[config.mk]
export PLATFORM = sky130hd
export DESIGN_NAME = log_record_deframer_crc_check_core
export DESIGN_NICKNAME = d
export VERILOG_FILES = /design/src/hdl/lrd_pkg.sv /design/src/hdl/lrd_front.sv /design/src/hdl/lrd_back.sv /design/src/hdl/log_record_deframer_crc_check_core.sv
export VERILOG_INCLUDE_DIRS = /design/src /design/src/hdl
export SDC_FILE = /design/constraint.sdc
export NUM_CORES = 1
export LEC_CHECK = 0
export BUFFER_PORTS_ARGS = -buffer_cell sky130_fd_sc_hd__buf_2
export CAP_MARGIN = 20
export CORE_UTILIZATION = 43
export CTS_BUF_LIST = sky130_fd_sc_hd__clkbuf_4
export DETAILED_ROUTE_END_ITERATION = 6
export PLACE_DENSITY = 0.6
export SLEW_MARGIN = 5
export SYNTH_ARGS = -nofsm -noshare
export SYNTH_HDL_FRONTEND = slang
export SYNTH_HIERARCHICAL = 1
export SYNTH_SLANG_ARGS = --single-unit
[constraint.sdc]
create_clock -name clk -period 4.8 [get_ports clk]
set_input_delay 0.96 -clock clk [delete_from_list [all_inputs] [get_ports clk]]
set_output_delay 0.96 -clock clk [all_outputs]
set_load 0.05 [all_outputs]
[src/hdl/assert_macros.svh]
// Assertion macros used by the deframer top level
`ifndef ASSERT_MACROS_SVH
`define ASSERT_MACROS_SVH
// check an implication on every clock edge outside reset
`define CHK_IMPL(lbl, a, c) \
	lbl: assert property (@(posedge clk) disable iff (!arst_n) (a) |-> (c)) \
	else $error("check failed");
// check an implication in the next cycle
`define CHK_NEXT(lbl, a, c) \
	lbl: assert property (@(posedge clk) disable iff (!arst_n) (a) |=> (c)) \
	else $error("check failed");
`endif

[src/hdl/lrd_pkg.sv]
// Package of types, constants and functions for the log record deframer
package lrd_pkg;
	localparam int LEN_WIDTH = 32;
	localparam int HEADER_BYTES = 4;
	localparam int FIFO_DEPTH = 4;
	localparam int FIFO_AW = $clog2(FIFO_DEPTH);
	localparam logic [31:0] CRC_POLY = 32'h82F63B78;

	typedef enum logic [2:0] {
		KIND_TYPE = 3'd0,
		KIND_KEY = 3'd1,
		KIND_VALUE = 3'd2,
		KIND_END = 3'd3,
		KIND_FINAL = 3'd4
	} kind_t;

	typedef enum logic [2:0] {
		ST_OK = 3'd0,
		ST_BAD_KLEN = 3'd1,
		ST_SHORT_KEY = 3'd2,
		ST_BAD_VLEN = 3'd3,
		ST_SHORT_VAL = 3'd4,
		ST_CRC_BAD = 3'd5
	} status_t;

	typedef struct packed {
		logic action;
		logic [7:0] data_byte;
	} in_item_t;

	typedef struct packed {
		logic [2:0] result_kind;
		logic [7:0] out_byte;
		logic [7:0] record_kind;
		logic [2:0] status;
		logic last;
	} out_item_t;

	// front-to-back slot: up to two results of one input byte
	typedef struct packed {
		logic two;
		out_item_t r0;
		out_item_t r1;
	} slot_t;

	function automatic logic [31:0] crc_byte(logic [31:0] crc, logic [7:0] b);
		logic [31:0] c;
		c = crc ^ {24'd0, b};
		for (int i = 0; i < 8; i++)
			c = c[0] ? ((c >> 1) ^ CRC_POLY) : (c >> 1);
		return c;
	endfunction
endpackage

[src/hdl/lrd_front.sv]
// Front part: parses the byte stream and produces result slots
module lrd_front import lrd_pkg::*; (
	input  logic     clk,
	input  logic     arst_n,
	input  logic     strict,
	input  logic     in_valid,
	input  in_item_t in_item,
	output logic     slot_valid,
	output slot_t    slot
);
	typedef enum logic [2:0] {
		PH_CRC, PH_TYPE, PH_KLEN, PH_KEY, PH_VLEN, PH_VAL
	} phase_t;

	phase_t phase_q;
	logic [1:0] hdr_cnt_q;
	logic [31:0] stored_q, crc_q, acc_q;
	logic [2:0] vcnt_q;
	logic [LEN_WIDTH-1:0] rem_q;
	logic [7:0] type_q;
	logic halted_q;
	status_t perr_q;

	logic [7:0] b;
	logic [31:0] crc_n, acc_n, shifted;
	logic [2:0] vcnt_n;
	logic vdone, vbad, crc_ok;
	logic [LEN_WIDTH-1:0] rem_dec;

	assign b = in_item.data_byte;
	assign crc_n = crc_byte(crc_q, b);
	assign crc_ok = (~crc_n) == stored_q;
	assign rem_dec = rem_q - LEN_WIDTH'(1);

	always_comb begin
		shifted = 32'd0;
		case (vcnt_q)
			3'd0: shifted = {25'd0, b[6:0]};
			3'd1: shifted = {18'd0, b[6:0], 7'd0};
			3'd2: shifted = {11'd0, b[6:0], 14'd0};
			3'd3: shifted = {4'd0, b[6:0], 21'd0};
			3'd4: shifted = {b[3:0], 28'd0};
			default: shifted = 32'd0;
		endcase
		acc_n = acc_q | shifted;
		vcnt_n = vcnt_q + 3'd1;
		vdone = !b[7];
		vbad = b[7] ? (vcnt_n >= 3'd5) : ((acc_n >> (LEN_WIDTH - 1)) > 32'd1);
	end

	function automatic out_item_t mk(kind_t k, logic [7:0] ob, logic [7:0] rk,
		status_t s, logic l);
		out_item_t r;
		r.result_kind = k;
		r.out_byte = ob;
		r.record_kind = rk;
		r.status = s;
		r.last = l;
		return r;
	endfunction

	always_ff @(posedge clk or negedge arst_n) begin
		if (!arst_n) begin
			phase_q <= PH_CRC;
			hdr_cnt_q <= '0;
			stored_q <= '0;
			crc_q <= '1;
			acc_q <= '0;
			vcnt_q <= '0;
			rem_q <= '0;
			type_q <= '0;
			halted_q <= 1'b0;
			perr_q <= ST_OK;
			slot_valid <= 1'b0;
			slot <= '0;
		end else begin
			slot_valid <= 1'b0;
			if (in_valid) begin
				if (in_item.action) begin
					status_t st;
					st = ST_OK;
					if (halted_q) st = perr_q;
					else if (phase_q == PH_KLEN) st = ST_BAD_KLEN;
					else if (phase_q == PH_KEY) st = ST_SHORT_KEY;
					else if (phase_q == PH_VLEN) st = ST_BAD_VLEN;
					else if (phase_q == PH_VAL) st = ST_SHORT_VAL;
					if (!strict) st = ST_OK;
					slot_valid <= 1'b1;
					slot.two <= 1'b0;
					slot.r0 <= mk(KIND_FINAL, 8'd0, type_q, st, 1'b1);
					phase_q <= PH_CRC;
					hdr_cnt_q <= '0;
					stored_q <= '0;
					crc_q <= '1;
					acc_q <= '0;
					vcnt_q <= '0;
					rem_q <= '0;
					type_q <= '0;
					halted_q <= 1'b0;
					perr_q <= ST_OK;
				end else if (!halted_q) begin
					if (phase_q == PH_CRC) begin
						stored_q[8*hdr_cnt_q +: 8] <= b;
						hdr_cnt_q <= hdr_cnt_q + 2'd1;
						if (hdr_cnt_q == 2'(HEADER_BYTES - 1)) begin
							phase_q <= PH_TYPE;
							crc_q <= '1;
						end
					end else begin
						crc_q <= crc_n;
						case (phase_q)
							PH_TYPE: begin
								type_q <= b;
								slot_valid <= 1'b1;
								slot.two <= 1'b0;
								slot.r0 <= mk(KIND_TYPE, b, b, ST_OK, 1'b1);
								phase_q <= PH_KLEN;
								acc_q <= '0;
								vcnt_q <= '0;
							end
							PH_KLEN, PH_VLEN: begin
								if (vbad) begin
									halted_q <= 1'b1;
									perr_q <= (phase_q == PH_KLEN) ? ST_BAD_KLEN : ST_BAD_VLEN;
								end else if (!vdone) begin
									acc_q <= acc_n;
									vcnt_q <= vcnt_n;
								end else begin
									acc_q <= '0;
									vcnt_q <= '0;
									rem_q <= acc_n[LEN_WIDTH-1:0];
									if (phase_q == PH_KLEN) begin
										phase_q <= (acc_n == 32'd0) ? PH_VLEN : PH_KEY;
									end else if (acc_n != 32'd0) begin
										phase_q <= PH_VAL;
									end else begin
										slot_valid <= 1'b1;
										slot.two <= 1'b0;
										slot.r0 <= mk(KIND_END, 8'd0, type_q,
											crc_ok ? ST_OK : ST_CRC_BAD, 1'b1);
										if (crc_ok) begin
											phase_q <= PH_CRC;
											hdr_cnt_q <= '0;
											stored_q <= '0;
										end else begin
											halted_q <= 1'b1;
											perr_q <= ST_CRC_BAD;
										end
									end
								end
							end
							PH_KEY: begin
								slot_valid <= 1'b1;
								slot.two <= 1'b0;
								slot.r0 <= mk(KIND_KEY, b, type_q, ST_OK, 1'b1);
								rem_q <= rem_dec;
								if (rem_dec == '0) begin
									phase_q <= PH_VLEN;
									acc_q <= '0;
									vcnt_q <= '0;
								end
							end
							default: begin
								slot_valid <= 1'b1;
								rem_q <= rem_dec;
								if (rem_dec == '0) begin
									slot.two <= 1'b1;
									slot.r0 <= mk(KIND_VALUE, b, type_q, ST_OK, 1'b0);
									slot.r1 <= mk(KIND_END, 8'd0, type_q,
										crc_ok ? ST_OK : ST_CRC_BAD, 1'b1);
									if (crc_ok) begin
										phase_q <= PH_CRC;
										hdr_cnt_q <= '0;
										stored_q <= '0;
									end else begin
										halted_q <= 1'b1;
										perr_q <= ST_CRC_BAD;
									end
								end else begin
									slot.two <= 1'b0;
									slot.r0 <= mk(KIND_VALUE, b, type_q, ST_OK, 1'b1);
								end
							end
						endcase
					end
				end
			end
		end
	end
endmodule

[src/hdl/lrd_back.sv]
// Back part: slot queue that hands out results one at a time
module lrd_back import lrd_pkg::*; (
	input  logic      clk,
	input  logic      arst_n,
	input  logic      slot_valid,
	input  slot_t     slot,
	output logic      almost_full,
	output logic      empty,
	input  logic      pop,
	output out_item_t out_item
);
	slot_t mem_q [FIFO_DEPTH];
	logic [FIFO_AW-1:0] wr_q, rd_q;
	logic [FIFO_AW:0] cnt_q;
	logic half_q;
	logic do_pop, slot_done;

	assign empty = (cnt_q == '0);
	assign out_item = half_q ? mem_q[rd_q].r1 : mem_q[rd_q].r0;
	assign do_pop = pop && !empty;
	assign slot_done = do_pop && (half_q || !mem_q[rd_q].two);
	// one slot may already be in flight from the front
	assign almost_full = (cnt_q >= (FIFO_AW+1)'(FIFO_DEPTH - 1));

	always_ff @(posedge clk) begin
		if (slot_valid) mem_q[wr_q] <= slot;
	end

	always_ff @(posedge clk or negedge arst_n) begin
		if (!arst_n) begin
			wr_q <= '0;
			rd_q <= '0;
			cnt_q <= '0;
			half_q <= 1'b0;
		end else begin
			if (slot_valid) wr_q <= wr_q + 1'b1;
			if (do_pop) half_q <= !slot_done;
			if (slot_done) rd_q <= rd_q + 1'b1;
			cnt_q <= cnt_q + (FIFO_AW+1)'(slot_valid) - (FIFO_AW+1)'(slot_done);
		end
	end
endmodule

[src/hdl/log_record_deframer_crc_check_core.sv]
// Top level of the log record deframer with CRC32C check
// Takes one log byte (or end-of-log mark) per cycle when full is low and gives its
// one or two results from a four-slot queue, one result per pop; a byte's results
// pass through the front's registered slot and then the queue before they show on
// the result side. The parser updates CRC32C and phase as each byte is taken, so
// with pop held high the block sustains one input per cycle except for the extra pop
// a record-closing value byte needs.
module log_record_deframer_crc_check_core import lrd_pkg::*; (
	input  logic      clk,
	input  logic      arst_n,
	input  logic      cfg_we,
	input  logic      cfg_wdata,
	input  logic      push,
	output logic      full,
	input  in_item_t  in_item,
	output logic      empty,
	input  logic      pop,
	output out_item_t out_item
);
`include "assert_macros.svh"

	logic strict_q;
	logic slot_valid;
	slot_t slot;
	logic accept;

	assign accept = push && !full;

	always_ff @(posedge clk or negedge arst_n) begin
		if (!arst_n) strict_q <= 1'b0;
		else if (cfg_we) strict_q <= cfg_wdata;
	end

	lrd_front u_front (
		.clk, .arst_n, .strict(strict_q), .in_valid(accept), .in_item,
		.slot_valid, .slot
	);

	lrd_back u_back (
		.clk, .arst_n, .slot_valid, .slot, .almost_full(full), .empty, .pop,
		.out_item
	);

	`CHK_NEXT(a_final_slot, accept && in_item.action, slot_valid && !slot.two)
	`CHK_IMPL(a_two_ends, slot_valid && slot.two,
		slot.r1.result_kind == KIND_END && !slot.r0.last)
	`CHK_IMPL(a_final_ok_lenient, !empty && out_item.result_kind == KIND_FINAL
		&& !strict_q && !$past(cfg_we), out_item.status == ST_OK)
endmodule

[Yosys cells after proc, flatten, opt, wreduce, memory -nomap -nowiden]
Memories as Yosys holds them, arrays and structs flattened.
Index checks and enable logic that the tools add are counted.
Storage, ports and cells
  register bits: 195
  memory bits (writable): 152
  output and inout bits: 25
  memories kept: 1
Memories
  u_back.mem_q: words 4, width 38, rd ports 1, clocked after Yosys merged registers in 0, wr ports 1, RTL line lrd_back.sv:12  | slot_t mem_q [FIFO_DEPTH];
Operators by class
  add/sub/neg operators: 8
  $lt $le $gt $ge: 3
  equality and inequality tests: 30
  shifts and indexed selects: 2
  mux-type cells: 123
  bitwise gates (word level): 15
  reductions and logical operators: 31
Operators with widths (count)
  32-bit 2-to-1 mux: 32
  32-bit case mux with 5 select lines: 1
  24-bit 2-to-1 mux: 6
  16-bit inverter with 17-bit output: 8
  32-bit case mux with 2 select lines: 2
  3-bit 2-to-1 mux: 34
  32-bit case mux with 3 select lines: 1
  47-bit 2-to-1 mux: 2
  24-bit case mux with 3 select lines: 1
  32-bit zero test: 2
  22-bit 2-to-1 mux: 2
  5-bit negation with 34-bit output: 1
  8-bit by 34-bit variable shift with 32-bit output, first input constant: 1
  8-bit by 34-bit indexed part select with 32-bit output: 1
  32-bit bitwise mux: 1
  32-bit equality test: 1
  8-bit 2-to-1 mux: 4
  32-bit inverter: 1
  32-bit bitwise OR: 1
  32-bit nonzero test: 1
  32-bit by 1-bit subtractor with 32-bit output, second input constant: 1
  32-bit by 8-bit bitwise XOR with 32-bit output: 1
  23-bit 2-to-1 mux: 1
  1-bit 2-to-1 mux: 21
  38 further kinds: 85

[Depth between registers and ports, before layout]
Gate-level depths: netlist of the first run.
  word-level depth: 28
  gate-level depth with buffers: 14
  mapped depth without buffers: 11

[Modules after synthesis]
Netlist of the first run, hierarchy kept.
Modules (own cells, without submodules)
  lrd_front: times used 1, cells each 1194, area each 11333.4 um^2, sequential area each 4619.4 um^2
  lrd_back: times used 1, cells each 324, area each 7708.6 um^2, sequential area each 5845.6 um^2
  log_record_deframer_crc_check_core: times used 1, cells each 3, area each 46.3 um^2, sequential area each 25.0 um^2

[Least setup slack after synthesis of the first run]
OpenSTA, ideal clock, no wires.
  path kind: input port to flip-flop
  start point: input port in_item[3] in the netlist's numbering
  end point: register u_front.stored_q[0]
  setup time: 0.122 ns
  arrival time: 4.283 ns
  slack: 0.395 ns
  stages: 12
  buffers on the path: 3
  cells stage by stage: buf_2 > xor2_2 > xnor3_2 > xnor3_1 > or3b_1 > a21oi_1 > nand4_1 > or4_1 > buf_2 > or4_4 > buf_6 > a32o_1
On the way
  word-level cells in the longest chain between the ends: 23
RTL lines
  start: declaration: RTL line log_record_deframer_crc_check_core.sv:15  | input in_item_t in_item,
  32-bit by 8-bit bitwise XOR with 32-bit output: RTL line lrd_pkg.sv:48  | c = crc ^ {24'd0, b};
  32-bit 2-to-1 mux (4 in a row): RTL line lrd_pkg.sv:50  | c = c[0] ? ((c >> 1) ^ CRC_POLY) : (c >> 1);
  32-bit 2-to-1 mux / 16-bit inverter with 17-bit output (equally long branches)
  16-bit inverter with 17-bit output (no line) / 32-bit 2-to-1 mux (equally long branches)
  32-bit 2-to-1 mux / 16-bit inverter with 17-bit output (equally long branches)
  16-bit inverter with 17-bit output (no line) / 32-bit 2-to-1 mux (equally long branches)
  32-bit 2-to-1 mux / 16-bit inverter with 17-bit output (equally long branches)
  16-bit inverter with 17-bit output (no line) / 32-bit 2-to-1 mux (equally long branches)
  32-bit 2-to-1 mux: RTL line lrd_pkg.sv:50
  32-bit inverter: RTL line lrd_front.sv:32  | assign crc_ok = (~crc_n) == stored_q;
  32-bit equality test: RTL line lrd_front.sv:32
  32-bit 2-to-1 mux (5 in a row)
  32-bit case mux with 2 select lines
  32-bit 2-to-1 mux: RTL line lrd_front.sv:102  | if (phase_q == PH_CRC) begin
  32-bit 2-to-1 mux: RTL line lrd_front.sv:101  | end else if (!halted_q) begin
  32-bit 2-to-1 mux: RTL line lrd_front.sv:79  | if (in_item.action) begin
  end signal: assignment: RTL line lrd_front.sv:66  | stored_q <= '0;
  end signal: assignment: RTL line lrd_front.sv:93  | stored_q <= '0;
  end signal: indexed assignment: RTL line lrd_front.sv:103  | stored_q[8*hdr_cnt_q +: 8] <= b;
  end: declaration: RTL line lrd_front.sv:17  | logic [31:0] stored_q, crc_q, acc_q;
Several ways; a longest one is shown, not always the timed one. The select of a mux whose other input is x is not followed.
A chain may end at the register's enable or synchronous reset.

[Worst setup path after layout of the first run]
  start point: register u_front.rem_q[1]
  end point: register u_front.stored_q[5]
On the way
  word-level cells in the longest chain between the ends: 4
RTL lines
  start: declaration: RTL line lrd_front.sv:19  | logic [LEN_WIDTH-1:0] rem_q;
  start signal: assignment: RTL line lrd_front.sv:131  | rem_q <= acc_n[LEN_WIDTH-1:0];
  start signal: assignment: RTL line lrd_front.sv:156  | rem_q <= rem_dec;
  start signal: assignment: RTL line lrd_front.sv:165  | rem_q <= rem_dec;
  32-bit by 1-bit subtractor with 32-bit output: RTL line lrd_front.sv:33  | assign rem_dec = rem_q - LEN_WIDTH'(1);
  32-bit zero test: RTL line lrd_front.sv:166  | if (rem_dec == '0) begin
  4-bit nonzero test (no line)
  8-bit AND reduction (no line)
  end signal: assignment: RTL line lrd_front.sv:66
  end signal: assignment: RTL line lrd_front.sv:93
  end signal: assignment: RTL line lrd_front.sv:174  | stored_q <= '0;
No other way between the ends.

==> metrics.md, run 1 <==
| Metric | Value |
|---|---|
| Outcome | `finished, final reports clean` |
| Core region area | `43500 sq um` |
| Initial core utilization | `0.439` |
| Syn Area/Cell | `12.5 sq um` |
| Post-synthesis sequential area ratio | `0.550` |
| DRT Pass-1 Iters | `5` |
| # setup viols final | `0` |
| Die width | `213 microns` |
| Port bufs | `39` |
| Detail Route Antenna Nets | `0` |
| Detail Placement HPWL | `30900 microns` |
| Fraction of final layout cells sized beyond drive strength 1 | `0.231` |
| Largest net degree at the start of global routing | `87` |
| Routed vias/inst | `5.62` |
| Syn. warnings | `6` |
| Fill count | `3922` |
| Die height | `213 microns` |
| Post-synth cell types | `80` |
| Worst path bufs/invs | `1` |
| Clock Sinks | `380` |
| Worst path slowest cell | `or4_4` |
| Worst slew margin | `0.300` |
| CP delay by family, top | `simple AND/OR/NAND/NOR gates` |
| Fin Clk Skew | `56.6 ps` |
| Maximum vdd drop | `0.000485 V` |
| Area delta synth->final | `12.1%` |
| Initial antenna violation count | `2` |
| Final Hold Viols | `0` |
| Critical Path RT | `5480 ps` |
| Row count | `76` |
| CP startpoint kind | `flip-flop` |
| Leakage | `8.56 nW` |
| Drt total wl | `47100 microns` |
| Number of buffers created by CTS | `101` |
| Total Routing Usage GR | `0.216` |
| Crit path arrival time | `4830 ps` |
| Clk buf depth | `3` |
| Latest clock arrival within the worst-skew pair | `840 ps` |
| Residual DRC | `0` |
| Post-layout minimum cycle time | `4150 ps` |
| H-tree level count | `3` |
| Hold_buf cts | `0` |
| Top routing layer in use | `met4` |
| Iteration-0 DRC Markers | `1017` |
| CTS clk-pin slew, worst paths | `70 ps` |
| Synth Flop Type | `edfxtp_1` |
| CP Class | `flip-flop to flip-flop` |
| Root buffer cell | `clkbuf_4` |
| Metal3 WL | `2490 microns` |
| Post-CTS Resized | `0` |
| Die area | `45200 sq um` |
| Global-route wire length before repair | `74200 microns` |
| Via count | `12931` |
| Metal-1 WL | `21200 microns` |
| Routed wl met2 | `22300 microns` |
| GRT Residual Overflow | `0` |
| Period Utilization, post-route | `0.864` |
| Number of global-route vias before repair | `13046` |
| Slew @ Worst Pin | `1050 ps` |
| Crit path largest cell delay | `600 ps` |
| Critical Path Fanout Max | `8` |
| Async SR Flop Fraction | `0.505` |
| Mapped cell area | `19100 sq um` |
| EDFF count, synth | `188` |
| F_max | `241 MHz` |
| Area of the multi-input gates | `8030 sq um` |
| Max Cap Viol | `0` |
| Hold Path Class | `primary input to async pin` |
| Unrepaired setup endpoints after global routing | `no` |
| Placer Congestion | `0.892` |
| Pwr/cell area | `721 nW/um^2` |
| Layout Cells excl Fill | `2300` |
| Dpl cells | `2113` |
| Total area of sequential cells | `10500 sq um` |
| CTS tree | `yes` |
| Postcts setup bufs | `0` |
| Critical Path Sink Type | `flip-flop` |
| Slew Viols, Final | `0` |
| Tot Pwr | `0.0154 W` |
| WL/cell | `20.5 microns` |
| Critical Path, Cell by Cell | `inv_1 -> ha_1 -> nor3b_1 -> nand4_1 -> nor2_1 -> nand3_1 -> xnor2_1 -> nand2_1 -> o31a_1 -> or4_4 -> a32o_1` |
| Setup TNS | `0 ps` |
| IO Pins | `40` |
| Layout net count | `1664` |
| Post-Syn Instances | `1521` |
| FF+latch count, synth | `380` |
[cell usage after synthesis (all sizes together) (28+ instances only)]
cell type,count,area share
buf,48,0.017
edfxtp,188,0.30
dfrtp,160,0.21
xor2,35,0.017
nand2,125,0.025
nor2,107,0.021
a32o,34,0.018
o21ai,87,0.023
nor3,32,0.0084
clkbuf,57,0.011
xnor2,87,0.049
mux2,38,0.023
dfstp,32,0.044
o31ai,28,0.011
mux4,46,0.062
a21oi,94,0.025
[placed cells by master (no fill, tap or decap), types with 8 or more instances in the layout]
cell / count
or3_1: 12
nor4_1: 24
nand2_1: 125
a211oi_1: 8
buf_4: 61
mux4_2: 9
a31oi_1: 24
inv_1: 25
a32o_1: 34
dfstp_2: 32
a22oi_1: 17
mux2_2: 37
o31ai_1: 28
nor3_1: 32
nand4_1: 11
or2_2: 8
nand3_1: 17
clkinv_1: 17
a21oi_1: 93
mux4_1: 37
a22o_1: 13
or4_1: 11
clkbuf_4: 158
buf_2: 38
conb_1: 10
nor2_1: 105
xnor2_2: 10
xnor2_1: 71
xor2_1: 32
dfrtp_1: 158
edfxtp_1: 188
nand2b_1: 8
xnor3_1: 18
ha_1: 17
o21ai_0: 84
[registers in the layout (all words and copies together), names as in the netlist]
name                flops
strict_q                1
u_back/cnt_q            3
u_back/half_q           1
u_back/mem_q          188
u_back/rd_q             2
u_back/wr_q             2
u_front/acc_q          32
u_front/crc_q          32
u_front/halted_q        1
u_front/hdr_cnt_q       2
u_front/perr_q          3
u_front/phase_q         3
u_front/rem_q          32
u_front/slot           34
u_front/slot_valid      1
u_front/stored_q       32
u_front/type_q          8
u_front/vcnt_q          3
[worst paths after layout]
check                      cells past startpoint              start                   end  slack [ps]
min in group clk                               2          cfg_wdata              strict_q         370
max                                           11   u_front/rem_q[1]   u_front/stored_q[5]         650
max reg2reg                                   11   u_front/rem_q[1]   u_front/stored_q[5]         650
min                                            1             arst_n  u_front/stored_q[17]         210
min reg2reg                                    2  u_front/acc_q[16]     u_front/acc_q[16]         490
max in group asynchronous                      2             arst_n     u_front/rem_q[15]        3640
[per-stage QoR]
step / util / area (sq um) / setup slack (ps) / hold WS (ps)
after global routing: 0.492 / 21400 / 387 / 208
after global placement: 0.462 / 20100 / 266 / 460
final: 0.492 / 21400 / 655 / 215
after CTS: 0.492 / 21400 / 551 / 182
after floorplan: - / 19100 / 395 / 449
after detailed placement: 0.462 / 20100 / 139 / 468
[report_power, final]
part           internal [W]  switching, W
Clock               0.00150       0.00134
Combinational       0.00328       0.00442
Sequential          0.00422      0.000676
Total               0.00899       0.00643
[cells by family (layout without fill, tap and decap cells)]
kind of cell / count (synthesis) / count (layout) / share of synthesized area
and+or+nand+nor: 402 / 402 / 0.103
DFF: 380 / 380 / 0.550
AOI/OAI and AO/OA: 354 / 354 / 0.121
xor gates and xnor gates: 145 / 145 / 0.0941
buffers and inverters: 131 / 312 / 0.0331
muxes: 89 / 89 / 0.0868
adders and majority gates: 19 / 19 / 0.0127
other: 1 / 14 / 0.000196
[layer usage]
layer / vias up / GRT usage
li1: 6012 / -
met1: 6407 / 0.295
met2: 420 / 0.340
met3: 92 / 0.0454
met4: 0 / 0.0764
met5: - / 0
[area by class of cell]
class	count	area share
clock buffers	158	0.0554
well taps	585	0.0342
flip-flops and latches	380	0.490
diodes	4	0.000468
multi-input cells	1019	0.375
clock inverters	25	0.00567
inverters	26	0.00456
repair buffers	103	0.0337
Power figures use the tool's default switching activity.
==> inputs of run 2 (changes only) <==
- SYNTH_HIERARCHICAL: 1 -> default
==> metrics.md, run 2 <==
| Metric | Value |
|---|---|
| Tot Pwr | `0.0147 W (-4.8%)` |
| Max Cap Viol | `0 (unchanged)` |
| Critical Path Sink Type | `flip-flop` |
| Latest clock arrival within the worst-skew pair | `760 ps (-80 ps)` |
| Critical Path Fanout Max | `22 (+14)` |
| Iteration-0 DRC Markers | `951 (-6.5%)` |
| Syn. warnings | `0 (-6)` |
| CTS clk-pin slew, worst paths | `60 ps (about the same)` |
| Largest reg by FF count | `u_back.mem_q` |
| Post-Synth XOR/XNOR Area | `0.0921 (-0.00196)` |
| CP startpoint kind | `flip-flop` |
| Mapped cell area | `17100 sq um (-10%)` |
| Fraction of final layout cells sized beyond drive strength 1 | `0.210 (-0.0219)` |
| Yosys top cell area share | `0.239 (-0.0570)` |
| Leakage | `7.83 nW (-8.6%)` |
| Initial core utilization | `0.439 (about the same)` |
| CTS tree | `yes` |
| Largest cells by area after synthesis | `edfxtp_1 (24%), dfrtp_1 (23%), dfstp_2 (4.9%), mux4_2 (4.5%), xnor2_1 (3.6%)` |
| Setup TNS | `0 ps (unchanged)` |
| Slew @ Worst Pin | `1050 ps (+2.32 ps)` |
| FF+latch count, synth | `328 (-14%)` |
| WL/cell | `20.3 microns (-1.0%)` |
| Layout net count | `1654 (-0.60%)` |
| Clk buf depth | `3 (unchanged)` |
| Largest register FFs | `136 (-28%)` |
| Residual DRC | `0 (unchanged)` |
| EDFF count, synth | `136 (-28%)` |
| Dpl cells | `2046 (-3.2%)` |
| Core region area | `38900 sq um (-10%)` |
| Detail Route Antenna Nets | `0 (unchanged)` |
| Largest registers | `u_back.mem_q: 136 flops, u_front.slot: 34 flops` |
| Mux share of post-synthesis cell area | `0.0604 (-0.0264)` |
| Critical Path, Cell by Cell | `xnor2_4 -> xnor3_1 -> xnor3_1 -> xnor2_1 -> or3_1 -> a2111oi_0 -> nand4_1 -> a211oi_4 -> buf_4 -> o41ai_1` |
| Maximum vdd drop | `0.000609 V (+26%)` |
| Hold Path Class | `primary input to async pin` |
| GRT Residual Overflow | `0 (unchanged)` |
| Main combinational cell family by area after synthesis | `compound AO/OA/AOI/OAI gates` |
| IO Pins | `40 (unchanged)` |
| Post-synth cell types | `73 (-8.8%)` |
| Area delta synth->final | `12.4%` |
| Hold_buf cts | `0 (unchanged)` |
| Worst slew margin | `0.298 (-0.00223)` |
| Crit path largest cell delay | `600 ps (about the same)` |
| Layout Cells excl Fill | `2200 (-4.3%)` |
| Row count | `72 (-5.3%)` |
| Commonest non-fill, non-tap cell in the layout | `dfrtp_1` |
| Syn nets | `1569` |
| Unrepaired setup endpoints after global routing | `no` |
| Simple-gate share of the synthesized area | `0.117 (+0.0143)` |
| # setup viols final | `0 (unchanged)` |
| Post-layout minimum cycle time | `4000 ps (-148 ps)` |
| Post-synth top cells | `dfrtp_1 (160), edfxtp_1 (136), nor2_1 (133), nand2_1 (115), o21ai_0 (109)` |
| Compound-Gate Fraction of Synth Area | `0.155 (+0.0338)` |
| Pwr/cell area | `764 nW/um^2 (+5.9%)` |
| Post-Syn Instances | `1533 (+0.79%)` |
| Die area | `40600 sq um (-10%)` |
| F_max | `250 MHz (+3.7%)` |
| Period Utilization, post-route | `0.833 (-0.0308)` |
| Port bufs | `39 (unchanged)` |
| H-tree level count | `3 (unchanged)` |
| CP delay by family, top | `XOR/XNOR gates` |
| Total Routing Usage GR | `0.225 (+0.00964)` |
| Synth Flop Type | `dfrtp_1` |
| Detail Placement HPWL | `29400 microns (-4.7%)` |
| Number of buffers created by CTS | `87 (-14%)` |
| Postcts setup bufs | `0 (unchanged)` |
| Placer Congestion | `0.918 (+2.9%)` |
| Crit path arrival time | `4600 ps (-230 ps)` |
| CP Class | `flip-flop to flip-flop` |
| Final Hold Viols | `0 (unchanged)` |
| Async SR Flop Fraction | `0.585 (+0.0801)` |
| Largest net degree at the start of global routing | `102 (+17%)` |
| Via count | `12639 (-2.3%)` |
| Post-Synth Adder-Cell Area | `0.0158 (+0.00309)` |
| Global-route wire length before repair | `71800 microns (-3.1%)` |
| Largest area contributor in the netlist | `edfxtp_1` |
| Number of global-route vias before repair | `12592 (-3.5%)` |
| Post-CTS Resized | `0 (unchanged)` |
| DRT Pass-1 Iters | `5 (unchanged)` |
| Initial antenna violation count | `1 (-1)` |
| Slew Viols, Final | `0 (unchanged)` |
| Routed vias/inst | `5.75 (+2.2%)` |
| Worst path slowest cell | `dfstp_2` |
| Outcome | `finished, final reports clean` |
| Most frequent cells in the layout | `dfrtp_1 (159), edfxtp_1 (136), clkbuf_4 (135)` |
| Most frequent cell after synthesis | `dfrtp_1` |
| Syn Area/Cell | `11.2 sq um (-11%)` |
| Drt total wl | `44600 microns (-5.3%)` |
| Die width | `201 microns (-5.3%)` |
| Root buffer cell | `clkbuf_4` |
| Most frequent CP cell | `xnor3_1` |
| Critical Path RT | `5400 ps (-80 ps)` |
| Worst path bufs/invs | `1 (unchanged)` |
| Fin Clk Skew | `58.5 ps (+1.89 ps)` |
| Clock Sinks | `328 (-14%)` |
| Die height | `201 microns (-5.3%)` |
| Post-synthesis sequential area ratio | `0.522 (-0.0275)` |
-- run 2: final timing paths --
| path | depth (start not counted) | from | slack (ps) | to |
|---|---|---|---|---|
| max | 10 | u_front.crc_q[3] | 800 | u_front.stored_q[3] |
| min | 1 | arst_n | 320 | u_front.stored_q[22] |
| max reg2reg | 10 | u_front.crc_q[3] | 800 | u_front.stored_q[3] |
| min reg2reg | 2 | u_front.perr_q[0] | 490 | u_front.perr_q[0] |
| max in group asynchronous | 2 | arst_n | 3550 | u_front.hdr_cnt_q[1] |
| min in group clk | 2 | cfg_wdata | 480 | strict_q |
-- run 2: through the flow --
stage                     cell area (sq um)   util  worst slack [ps]  hold WS [ps]
after floorplan                       17100      -               539           450
after global placement                18000  0.464               203           465
after detailed placement              18000  0.464               215           470
after CTS                             19200  0.493               656           276
after global routing                  19200  0.494               473           337
final                                 19200  0.494               802           319
-- run 2: layout make-up --
type	instances	area, sq um
fill	3576	19700
clock buffer	135	1010
multi-input combinational	1035	7550
tap	518	648
timing repair buffer	102	709
clock inverter	16	128
inverter	64	240
antenna	2	5.00
sequential	328	8930
-- run 2: logic make-up after synthesis --
kind of cell               after synthesis
AOI/OAI and AO/OA                      413
DFF                                    328
adders and majority gates               21
xor gates and xnor gates               127
and+or+nand+nor                        416
muxes                                   58
buffers and inverters                  170
-- run 2: layer usage --
layer / part of all wire / up-vias / GRT usage
li1: - / 5934 / -
met1: 0.46 / 6293 / 0.321
met2: 0.47 / 342 / 0.351
met3: 0.049 / 70 / 0.0340
met4: 0.022 / 0 / 0.0798
met5: 0 / - / 0
-- run 2: power breakdown --
part	switching [W]	internal [W]	leakage, nW
Combinational	0.00426	0.00332	3.57
Sequential	0.000803	0.00378	3.57
Clock	0.00114	0.00138	0.682
Total	0.00620	0.00848	7.83
